### src/rtl/core/iee_pkg.sv
// Shared types, constants and helpers for the infix expression evaluator.
package iee_pkg;

	localparam int unsigned StackDepthDefault = 64;
	localparam int unsigned ValueWidth = 64;
	localparam int unsigned CharWidth = 8;
	localparam int unsigned StatusWidth = 3;
	localparam int unsigned OpWidth = 3;

	typedef enum logic [OpWidth-1:0] {
		OP_PAREN = 3'd0,
		OP_ADD   = 3'd1,
		OP_SUB   = 3'd2,
		OP_MUL   = 3'd3,
		OP_DIV   = 3'd4,
		OP_POW   = 3'd5
	} op_t;

	typedef enum logic [StatusWidth-1:0] {
		ST_OK        = 3'd0,
		ST_DIV0      = 3'd1,
		ST_UNKNOWN   = 3'd2,
		ST_OVERFLOW  = 3'd3,
		ST_MALFORMED = 3'd4
	} status_t;

	localparam logic [CharWidth-1:0] ChEnd    = 8'h40;
	localparam logic [CharWidth-1:0] ChPow    = 8'h5E;
	localparam logic [CharWidth-1:0] ChLParen = 8'h28;
	localparam logic [CharWidth-1:0] ChRParen = 8'h29;
	localparam logic [CharWidth-1:0] ChAdd    = 8'h2B;
	localparam logic [CharWidth-1:0] ChSub    = 8'h2D;
	localparam logic [CharWidth-1:0] ChMul    = 8'h2A;
	localparam logic [CharWidth-1:0] ChDiv    = 8'h2F;
	localparam logic [CharWidth-1:0] ChZero   = 8'h30;
	localparam logic [CharWidth-1:0] ChNine   = 8'h39;
	localparam logic [ValueWidth-1:0] Radix   = 64'd10;

	typedef enum logic [3:0] {
		S_IDLE,
		S_DECODE,
		S_RD_OP,
		S_RD_WAIT,
		S_CHECK,
		S_RD_A,
		S_RD_B,
		S_ALU,
		S_ALU_WAIT,
		S_WRITE,
		S_FINISH,
		S_RD_FINAL,
		S_FINAL_WAIT,
		S_OUT
	} state_t;

	typedef enum logic [1:0] {
		ALU_ARITH,
		ALU_DIV,
		ALU_POW
	} alu_kind_t;

	function automatic logic [1:0] prec_of(input logic [OpWidth-1:0] op);
		logic [1:0] p;
		p = 2'd0;
		if (op == OP_POW) begin
			p = 2'd3;
		end else if (op == OP_MUL || op == OP_DIV) begin
			p = 2'd2;
		end else if (op == OP_ADD || op == OP_SUB) begin
			p = 2'd1;
		end
		return p;
	endfunction

endpackage

### src/rtl/core/iee_ctrl.sv
// Controller state machine sequencing decode, reductions and the final result.
module iee_ctrl (
	input  logic                          clk,
	input  logic                          arst_n,
	input  logic                          in_valid,
	output logic                          in_ready,
	output logic                          out_valid,
	input  logic                          out_ready,
	input  logic [iee_pkg::CharWidth-1:0] char_q,
	input  logic [iee_pkg::OpWidth-1:0]   top_op,
	input  logic                          opd_lt2,
	input  logic                          opr_empty,
	input  logic                          err_set,
	input  logic                          alu_done,
	output iee_pkg::state_t               state
);
	import iee_pkg::*;

	state_t state_q, state_d;
	logic is_op, reduce_ok;

	assign is_op = (char_q == ChAdd) || (char_q == ChSub) || (char_q == ChMul)
		|| (char_q == ChDiv) || (char_q == ChPow);

	logic [OpWidth-1:0] new_op;
	always_comb begin
		case (char_q)
			ChAdd: new_op = OP_ADD;
			ChSub: new_op = OP_SUB;
			ChMul: new_op = OP_MUL;
			ChDiv: new_op = OP_DIV;
			default: new_op = OP_POW;
		endcase
	end

	// Whether the top operator is to be reduced for the current character.
	assign reduce_ok = !opr_empty && top_op != OP_PAREN
		&& (char_q == ChEnd || char_q == ChRParen || prec_of(top_op) >= prec_of(new_op));

	always_comb begin
		state_d = state_q;
		case (state_q)
			S_IDLE: begin
				if (in_valid) begin
					state_d = S_DECODE;
				end
			end
			S_DECODE: begin
				if (char_q == ChEnd || is_op || char_q == ChRParen) begin
					state_d = S_RD_OP;
				end else begin
					state_d = S_IDLE;
				end
			end
			S_RD_OP: begin
				state_d = S_RD_WAIT;
			end
			S_RD_WAIT: begin
				state_d = S_CHECK;
			end
			S_CHECK: begin
				if (err_set) begin
					state_d = S_FINISH;
				end else if (reduce_ok && !opd_lt2) begin
					state_d = S_RD_A;
				end else begin
					state_d = S_FINISH;
				end
			end
			S_RD_A: begin
				state_d = S_RD_B;
			end
			S_RD_B: begin
				state_d = S_ALU;
			end
			S_ALU: begin
				state_d = S_ALU_WAIT;
			end
			S_ALU_WAIT: begin
				if (alu_done) begin
					state_d = err_set ? S_FINISH : S_WRITE;
				end
			end
			S_WRITE: begin
				state_d = S_RD_OP;
			end
			S_FINISH: begin
				state_d = (char_q == ChEnd) ? S_RD_FINAL : S_IDLE;
			end
			S_RD_FINAL: begin
				state_d = S_FINAL_WAIT;
			end
			S_FINAL_WAIT: begin
				state_d = S_OUT;
			end
			S_OUT: begin
				if (out_ready) begin
					state_d = S_IDLE;
				end
			end
			default: begin
				state_d = S_IDLE;
			end
		endcase
	end

	always_ff @(posedge clk or negedge arst_n) begin
		if (!arst_n) begin
			state_q <= S_IDLE;
		end else begin
			state_q <= state_d;
		end
	end

	always_comb begin
		in_ready = (state_q == S_IDLE);
		out_valid = (state_q == S_OUT);
	end

	assign state = state_q;

	property p_out_hold;
		@(posedge clk) disable iff (!arst_n) out_valid && !out_ready |=> out_valid;
	endproperty
	a_out_hold: assert property (p_out_hold) else $error("result dropped while stalled");

	a_no_overlap: assert property (@(posedge clk) disable iff (!arst_n)
		!(in_ready && out_valid)) else $error("input taken while result pending");

	a_write_after_alu: assert property (@(posedge clk) disable iff (!arst_n)
		state_q == S_WRITE |-> $past(state_q) == S_ALU_WAIT)
		else $error("stack write without a finished operation");
endmodule

### config.mk
export PLATFORM = sky130hd
export DESIGN_NAME = iee_ctrl
export DESIGN_NICKNAME = d
export VERILOG_FILES = /design/src/rtl/core/iee_pkg.sv /design/src/rtl/core/iee_ctrl.sv
export SDC_FILE = /design/constraint.sdc
export NUM_CORES = 1
export LEC_CHECK = 0
export BUFFER_PORTS_ARGS = -buffer_cell sky130_fd_sc_hd__buf_4
export CAP_MARGIN = 20
export CORE_AREA = 2 2 39 41
export CTS_CLUSTER_DIAMETER = 200
export DETAILED_ROUTE_END_ITERATION = 6
export DIE_AREA = 0 0 41 43
export MAX_ROUTING_LAYER = met4
export PLACE_DENSITY = 0.74
export SLEW_MARGIN = 20
export SYNTH_ARGS = -nofsm -noshare
export SYNTH_HDL_FRONTEND = slang
export SYNTH_SLANG_ARGS = --single-unit
### constraint.sdc
create_clock -name clk -period 3.1 [get_ports clk]
set_clock_uncertainty 0.2 [all_clocks]
set_input_delay 0.775 -clock clk [delete_from_list [all_inputs] [get_ports clk]]
set_output_delay 0.775 -clock clk [all_outputs]
set_load 0.05 [all_outputs]
Word-level counts from Yosys, hierarchy flattened
Index checks and enable logic that the tools add are counted.
{"block": "word_totals", "reg_bits": 4, "in_bits": 19, "output_inout_bits": 6, "elab_cells": 71}
{"block": "op_classes", "n_lt_le_gt_ge": 1, "eq_ne": 33, "muxes": 16, "reduce_logical": 20}
{"operator": "4-bit case mux with 14 select lines", "n": 1}
{"operator": "8-bit by 6-bit equality test with 1-bit output, second input constant", "n": 5}
{"operator": "4-bit equality test, second input constant", "n": 6}
{"operator": "4-bit 2-to-1 mux", "n": 6}
{"operator": "4-bit by 3-bit equality test with 1-bit output, second input constant", "n": 4}
{"operator": "8-bit by 7-bit equality test with 1-bit output, second input constant", "n": 2}
{"operator": "3-bit by 2-bit equality test with 1-bit output, second input constant", "n": 4}
{"operator": "3-bit equality test, second input constant", "n": 4}
{"operator": "1-bit logical OR", "n": 12}
{"operator": "2-bit 2-to-1 mux", "n": 6}
{"operator": "3-bit case mux with 4 select lines", "n": 1}
{"operator": "4-bit by 2-bit equality test with 1-bit output, second input constant", "n": 2}
{"operator": "3-bit by 1-bit equality test with 1-bit output, second input constant", "n": 2}
{"operator": "4-bit by 1-bit equality test with 1-bit output, second input constant", "n": 1}
{"operator": "4-bit logical NOT", "n": 1}
{"operator": "2-bit inequality test, second input constant", "n": 2}
{"operator": "1-bit logical AND", "n": 3}
{"operator": "3-bit AND reduction", "n": 1}
{"operator": "3-bit nonzero test", "n": 1}
{"operator": "2-bit greater-or-equal comparator", "n": 1}
{"operator": "1-bit logical NOT", "n": 2}
{"operator": "1-bit 2-to-1 mux", "n": 2}
{"operator": "2-bit by 1-bit inequality test with 1-bit output, second input constant", "n": 1}

Depth between registers and ports, before layout
Gate-level depths: netlist of the first run.
{"block": "logic_depth", "depth_word": 14, "mapped_depth": 9, "ltp_nobuf": 9}

Worst setup path before layout of the first run
No wires, ideal clock.
{"block": "synth_path", "path_kind": "reg-to-output", "from": "reg state_q[1] (netlist: state[1])", "to": "out in_ready", "arrival_ns": 2.416, "required_ns": 2.125, "slack_ns": -0.291, "path_stages_with_launch": 3, "n_path_buf": 1, "path_cell_list": "dfrtp_1 -> clkbuf_1 -> nor4_1"}
{"block": "synth_between", "elab_chain_cells": 1}
{"item": "from (decl)", "line_no": "iee_ctrl.sv:19", "text": "state_t state_q, state_d;"}
{"item": "from (signal assigned)", "line_no": "iee_ctrl.sv:111", "text": "state_q <= state_d;"}
{"item": "4-bit logical NOT", "line_no": "iee_ctrl.sv:116", "text": "in_ready = (state_q == S_IDLE);"}
{"item": "to (decl)", "line_no": "iee_ctrl.sv:6", "text": "output logic in_ready,"}
No other way between the ends.

Final worst setup path of the first run
{"block": "layout_path", "from": "in char_q[4] (netlist name)", "to": "reg state_q[0] (netlist: state[0])"}
{"block": "layout_between", "elab_chain_cells": 14, "elab_cells_between_ends": 26, "classes_between": "1 x order compare; 11 x eq/ne; 8 x mux; 6 x reduce/logical"}
{"item": "from (decl)", "line_no": "iee_ctrl.sv:9", "text": "input logic [iee_pkg::CharWidth-1:0] char_q,"}
{"item": "8-bit by 6-bit equality test with 1-bit output", "line_no": "iee_ctrl.sv:27", "text": "case (char_q)"}
{"item": "3-bit case mux with 4 select lines", "line_no": "iee_ctrl.sv:27"}
{"item": "3-bit by 1-bit equality test with 1-bit output or 3-bit by 2-bit equality test with 1-bit output (tied branches)", "line_no": "iee_pkg.sv:69", "text": "end else if (op == OP_ADD || op == OP_SUB) begin"}
{"item": "1-bit logical OR", "line_no": "iee_pkg.sv:69"}
{"item": "1-bit 2-to-1 mux", "line_no": "iee_pkg.sv:69"}
{"item": "2-bit 2-to-1 mux", "line_no": "iee_pkg.sv:67", "text": "end else if (op == OP_MUL || op == OP_DIV) begin"}
{"item": "2-bit 2-to-1 mux", "line_no": "iee_pkg.sv:65", "text": "if (op == OP_POW) begin"}
{"item": "2-bit greater-or-equal comparator", "line_no": "iee_ctrl.sv:38", "text": "&& (char_q == ChEnd || char_q == ChRParen || prec_of(top_op) >= prec_of(new_op));"}
{"item": "1-bit logical OR", "line_no": "iee_ctrl.sv:38"}
{"item": "1-bit logical AND", "line_no": "iee_ctrl.sv:38"}
{"item": "1-bit logical AND", "line_no": "iee_ctrl.sv:64", "text": "end else if (reduce_ok && !opd_lt2) begin"}
{"item": "4-bit 2-to-1 mux", "line_no": "iee_ctrl.sv:64"}
{"item": "4-bit 2-to-1 mux", "line_no": "iee_ctrl.sv:62", "text": "if (err_set) begin"}
{"item": "4-bit case mux with 14 select lines (*)", "line_no": "iee_ctrl.sv:42", "text": "case (state_q)"}
Mark *: on every way between the ends. The rest lies on a longest branch, timed or not.
A chain may end at the register's enable or synchronous reset.

==> impl_metrics.ini, run 1 <==
[critical_path]
r2r-start = state[1]
endpoint_kind = register
cp.arrival_ps = 2740
cpPeakStageDelay_ps = 370
r2r_slack_ps = 1230
cp_slowest_cell = nor4b_1
startpoint_type = primary input
worst_r2r_endpoint = state[3]
critPathRequiredTime_ps = 3000
path_cells = buf_4 > nor4b_1 > and2_1 > nand3_1 > ha_1 > nand2b_1 > a221oi_1 > a21boi_1 > o211ai_1 > a22oi_1
cp_max_fo = 3
r2r.worst_path.cells = 5
worstSetupPathType = primary input to register

[sta]
finalMaxSlewViolations = 0
fmax_mhz = 352
setup_tns_ps = 0
period_share_pct = 91.7
rsz0062_at_grt = false
hold_viol = 0
finalSetupViolCount = 0
min_period_ps = 2840
worstMarginPinSlew_ps = 500
slew_headroom_pct = 66.7

[clock_tree]
numCtsBuffers = 3
cts_resized = 0
htree_levels = 1
ctsHoldBuffers = 0
cts_setup_buffers = 0
cts_root_buffer = clkbuf_4
clock_latency_ps = 240
path_clk_slew_ps = 40
tritoncts = done
cts.path.max_buffers = 2
clock-sinks = 4

[placed_design]
portBuffers = 24
gp_congestion = 0.821
dpl.hpwl_mm = 1.26
place_area_um2 = 811

[synth]
ys_seq_area_share_pct = 16.5
synth_edf_count = 0
synthCells = 81
synthFlopType = dfrtp_1
ys_types = 40
syn_nets = 102
synth_seq_cells = 4
synth_area_per_cell_um2 = 7.48
yosysWarnings = 0
synthArstFlopShare_pct = 100
netlist_area_um2 = 606

[cells_and_area]
layout-drive-gt1-share_pct = 35.2
largest_register_ff_count = 4
final_cell_area_um2 = 833
layout_common_cells = buf_4 (26), nand2_1 (8), nor2_1 (5), a21oi_1 (5), o21ai_0 (5)
fillers = 138
final_common_cell = buf_4
diodes = 0
final_core_util_pct = 60.2
nNetsFinal = 128
syn2layout_area_growth_pct = 37.6

[drt]
drt-initial-drc-count = 15
drcViolationCount = 0
ant_nets = 0
wl_per_cell_um = 13.5
vias = 693
dr.pass1.iters = 4
avgViaCountPerCell = 5.73
wl_mm = 1.64

[floorplan]
ios = 25
die_y_um = 43
die_x_um = 41
coreArea_um2 = 1380
start_util_pct = 43.8
dieArea_um2 = 1760
rows = 14

[pwr]
powerDensity_nw_per_um2 = 253
max-vdd-ir-drop_mv = 0.287
leakage_uw = 0.000362

[grt]
antenna_found_initial = 0
grt_pass1_vias = 596
grt.overflow.total = 0
track_usage_pct = 21.1
grt_max_degree = 17
grt_pass1_wl_mm = 2.51

[run_status]
status = finished, final reports clean

[flow_run]
maxCapViolations = 0

[worst_hold_path]
hold_path.class = primary input to asynchronous set/reset pin
[worst max-delay path, delay by kind of cell]
family	cells	cell delay [ps]
and+or+nand+nor	4	820
AOI/OAI and AO/OA	4	770
adders and majority gates	1	260
buffers and inverters	1	130
[worst max path at each step]
| stage | endpoint | cells after the start | from |
|---|---|---|---|
| 2_1_floorplan | in_ready | 2 | state[1] |
| 3_3_place_gp | state[0] | 10 | char_q[4] |
| 3_5_place_dp | state[0] | 10 | char_q[4] |
| 4_1_cts | state[0] | 10 | char_q[4] |
| 5_1_grt | state[0] | 10 | char_q[4] |
| 6_report | state[0] | 10 | char_q[4] |
[routing by layer]
metal  global-route usage (%)  share of wire, %
met5                        -                 0
met4                     5.33              0.49
met3                     6.81               8.0
met2                     32.8                49
met1                     25.6                42
[cells in the mapped netlist, types with 2 or more instances]
| cell | number | area (um2) |
|---|---|---|
| a31oi_1 | 2 | 12.5 |
| o22ai_1 | 2 | 12.5 |
| buf_2 | 2 | 10.0 |
| nand3_1 | 2 | 10.0 |
| nand2b_1 | 2 | 12.5 |
| nor2_1 | 5 | 18.8 |
| mux2i_1 | 3 | 30.0 |
| clkbuf_1 | 3 | 11.3 |
| o21ai_0 | 5 | 25.0 |
| nand4_1 | 2 | 12.5 |
| nor3_1 | 2 | 10.0 |
| xor2_1 | 2 | 17.5 |
| nor3b_1 | 2 | 15.0 |
| nor4_1 | 3 | 18.8 |
| nand2_1 | 8 | 30.0 |
| inv_1 | 4 | 15.0 |
| dfrtp_1 | 4 | 100 |
| a21oi_1 | 5 | 25.0 |
| ha_1 | 2 | 25.0 |
[power breakdown]
| part | leakage (uW) | switching (uW) | internal (uW) | total (uW) |
|---|---|---|---|---|
| Combinational | 0.000294 | 42.8 | 41.1 | 83.9 |
| Sequential | 0.0000543 | 7.88 | 54.5 | 62.4 |
| Clock | 0.0000138 | 20.9 | 43.2 | 64.2 |
| Total | 0.000362 | 71.6 | 139 | 210 |
[cell type report]
| type | count | area [um2] | area share (%) |
|---|---|---|---|
| multi-input cells | 68 | 480 | 57.7 |
| repair buffers | 26 | 195 | 23.4 |
| flip-flops and latches | 4 | 100 | 12.0 |
| clock buffers | 3 | 22.5 | 2.70 |
| well taps | 16 | 20.0 | 2.40 |
| inverters | 4 | 15.0 | 1.80 |
[per-stage QoR]
step                power [uW]  setup slack (ps)  hold WS [ps]  cells
floorplan                  109               270           279     81
global placement           145               101           372    118
detailed placement         147              29.0           373    118
CTS                        213               265           118    121
global route               228              85.9           111    121
finish                     210               256           125    121
[cells by family (layout without fill, tap and decap cells)]
kind of cell    Yosys count  after routing  share of synthesized area, %
flops                     4              4                          16.5
mux                       3              3                          4.96
xor+xnor                  3              3                          4.34
compound gates           26             26                          29.5
simple gates             34             34                          34.5
fa+ha+maj                 2              2                          4.13
buf+inv                   9             33                          5.99
No activity file was read; power rests on OpenSTA's default activity.
==> run 2, diff against run 1 <==
--- a/config.mk
+++ b/config.mk
@@ -7,12 +7,13 @@
 export LEC_CHECK = 0
 export BUFFER_PORTS_ARGS = -buffer_cell sky130_fd_sc_hd__buf_4
 export CAP_MARGIN = 20
-export CORE_AREA = 2 2 39 41
+export CELL_PAD_IN_SITES_DETAIL_PLACEMENT = 2
+export CELL_PAD_IN_SITES_GLOBAL_PLACEMENT = 2
+export CORE_UTILIZATION = 26
 export CTS_CLUSTER_DIAMETER = 200
 export DETAILED_ROUTE_END_ITERATION = 6
-export DIE_AREA = 0 0 41 43
 export MAX_ROUTING_LAYER = met4
-export PLACE_DENSITY = 0.74
+export PLACE_DENSITY = 0.79
 export SLEW_MARGIN = 20
 export SYNTH_ARGS = -nofsm -noshare
 export SYNTH_HDL_FRONTEND = slang
==> impl_metrics.ini, run 2 (synthesized netlist as in run 1, its figures left out) <==
[sta]
setup_tns_ps = 0
worstMarginPinSlew_ps = 510
fmax_mhz = 347
hold_viol = 0
rsz0062_at_grt = false
period_share_pct = 93.0
finalMaxSlewViolations = 0
fin_hold_ws_ps = 122
slew_headroom_pct = 66.0
layout_setup_ws_ps = 218
finalSetupViolCount = 0
min_period_ps = 2880

[cells_and_area]
final_cell_area_um2 = 855
multi_input_area_um2 = 487
fillers = 261
diodes = 0
layout_common_cells = buf_4 (26), nand2_1 (8), nor2_1 (5), a21oi_1 (5), o21ai_0 (5)
final_common_cell = buf_4
largest_register_ff_count = 4
regArea_um2 = 100
layout-drive-gt1-share_pct = 36.2
nNetsFinal = 128
syn2layout_area_growth_pct = 41.1

[critical_path]
endpoint_kind = register
cp.arrival_ps = 2860
startpoint_type = primary input
cpPeakStageDelay_ps = 380
endpoint = state[3]
path_cells = buf_4 > nor4b_1 > and2_1 > nand3_1 > ha_1 > nand2b_1 > a221oi_2 > nand4_1 > a21boi_2 > a311o_2
crit_family = simple AND/OR/NAND/NOR gates
cp_slowest_cell = nor4b_1
worst_r2r_endpoint = state[3]
path_buf_inv = 1
r2r.worst_path.cells = 5
worst-path-stages = 10
r2r_slack_ps = 1150
r2r-start = state[1]
cp_max_fo = 3
critPathRequiredTime_ps = 3080
worstSetupPathType = primary input to register
critPathLaunch = char_q[4]

[clock_tree]
ctsHoldBuffers = 0
cts_setup_buffers = 0
path_clk_slew_ps = 40
cts.path.max_buffers = 2
clock_latency_ps = 240
numCtsBuffers = 3
clock-sinks = 4
tritoncts = done
cts_root_buffer = clkbuf_4
htree_levels = 1

[worst_hold_path]
hold_path.class = primary input to asynchronous set/reset pin

[flow_run]
maxCapViolations = 0

[floorplan]
start_util_pct = 27.4
die_y_um = 50.3
dieArea_um2 = 2530
ios = 25
die_x_um = 50.3
coreArea_um2 = 2210
rows = 17

[drt]
drt-initial-drc-count = 3
wl_mm = 2.20
dr_wl_met2_um = 999
vias = 707
avgViaCountPerCell = 5.32
met1_length_mm = 1.12
topRoutingLayerUsed = met4
drcViolationCount = 0
ant_nets = 0
wl_met3_um = 55
dr.pass1.iters = 4
wl_per_cell_um = 16.5

[grt]
grt_max_degree = 17
grt_pass1_vias = 758
track_usage_pct = 20.2
antenna_found_initial = 0
grt.overflow.total = 0
grt_pass1_wl_mm = 3.63

[pwr]
powerDensity_nw_per_um2 = 253
leakage_uw = 0.000365
power_uw = 216
max-vdd-ir-drop_mv = 0.144

[placed_design]
dpl_worst_slack_ps = -4.61
portBuffers = 24
place_area_um2 = 826
dpl.hpwl_mm = 1.65
gp_congestion = 0.747

[run_status]
status = finished, final reports clean
run 2: cell counts in the layout (fill, tap and decap cells not counted):
Identical to the previous run, type by type.
run 2: timing repair:
action | in CTS | in global routing
resized for setup | 0 | 1
setup endpoints to repair | 0 | 2
hold endpoints to repair | 0 | 0
run 2: per-layer routing:
metal / track usage (%) / vias up
met4: 4.29 / 0
met1: 26.8 / 334
met2: 31.1 / 14
li1: - / 357
met5: - / -
met3: 4.55 / 2
run 2: power breakdown:
part           internal [uW]  total, uW  switching (uW)
clock network           43.3       65.4            22.1
logic                   41.7       88.4            46.7
registers               54.6       62.2            7.63
run 2: how the worst min path moves through the flow:
stage	startpoint	to	slack, ps	depth (start not counted)
after CTS	arst_n	state[3]	120	1
final	arst_n	state[3]	120	1
after detailed placement	arst_n	state[1]	370	1
after global routing	arst_n	state[1]	110	1
after global placement	arst_n	state[3]	370	1
after floorplan	arst_n	state[0]	280	0
run 2: worst register-to-register path: stages, from the launching register on:
cell and delay (ps):
dfrtp_1 650, inv_1 240, o21bai_1 200, a31oi_1 60, a21boi_2 180, a311o_2 310
run 2: per-stage QoR:
| stage | cells | util (%) |
|---|---|---|
| 3_3_place_gp | 130 | 37.3 |
| 5_1_grt | 133 | 38.6 |
| 6_report | 133 | 38.6 |
| 2_1_floorplan | 81 | - |
| 3_5_place_dp | 130 | 37.3 |
| 4_1_cts | 133 | 38.3 |
run 2: area by class of cell:
cell class | instances | area share, %
inverter | 4 | 1.76
tap | 28 | 4.10
sequential | 4 | 11.7
timing repair buffer | 26 | 22.8
clock buffer | 3 | 2.64
multi-input combinational | 68 | 57.0
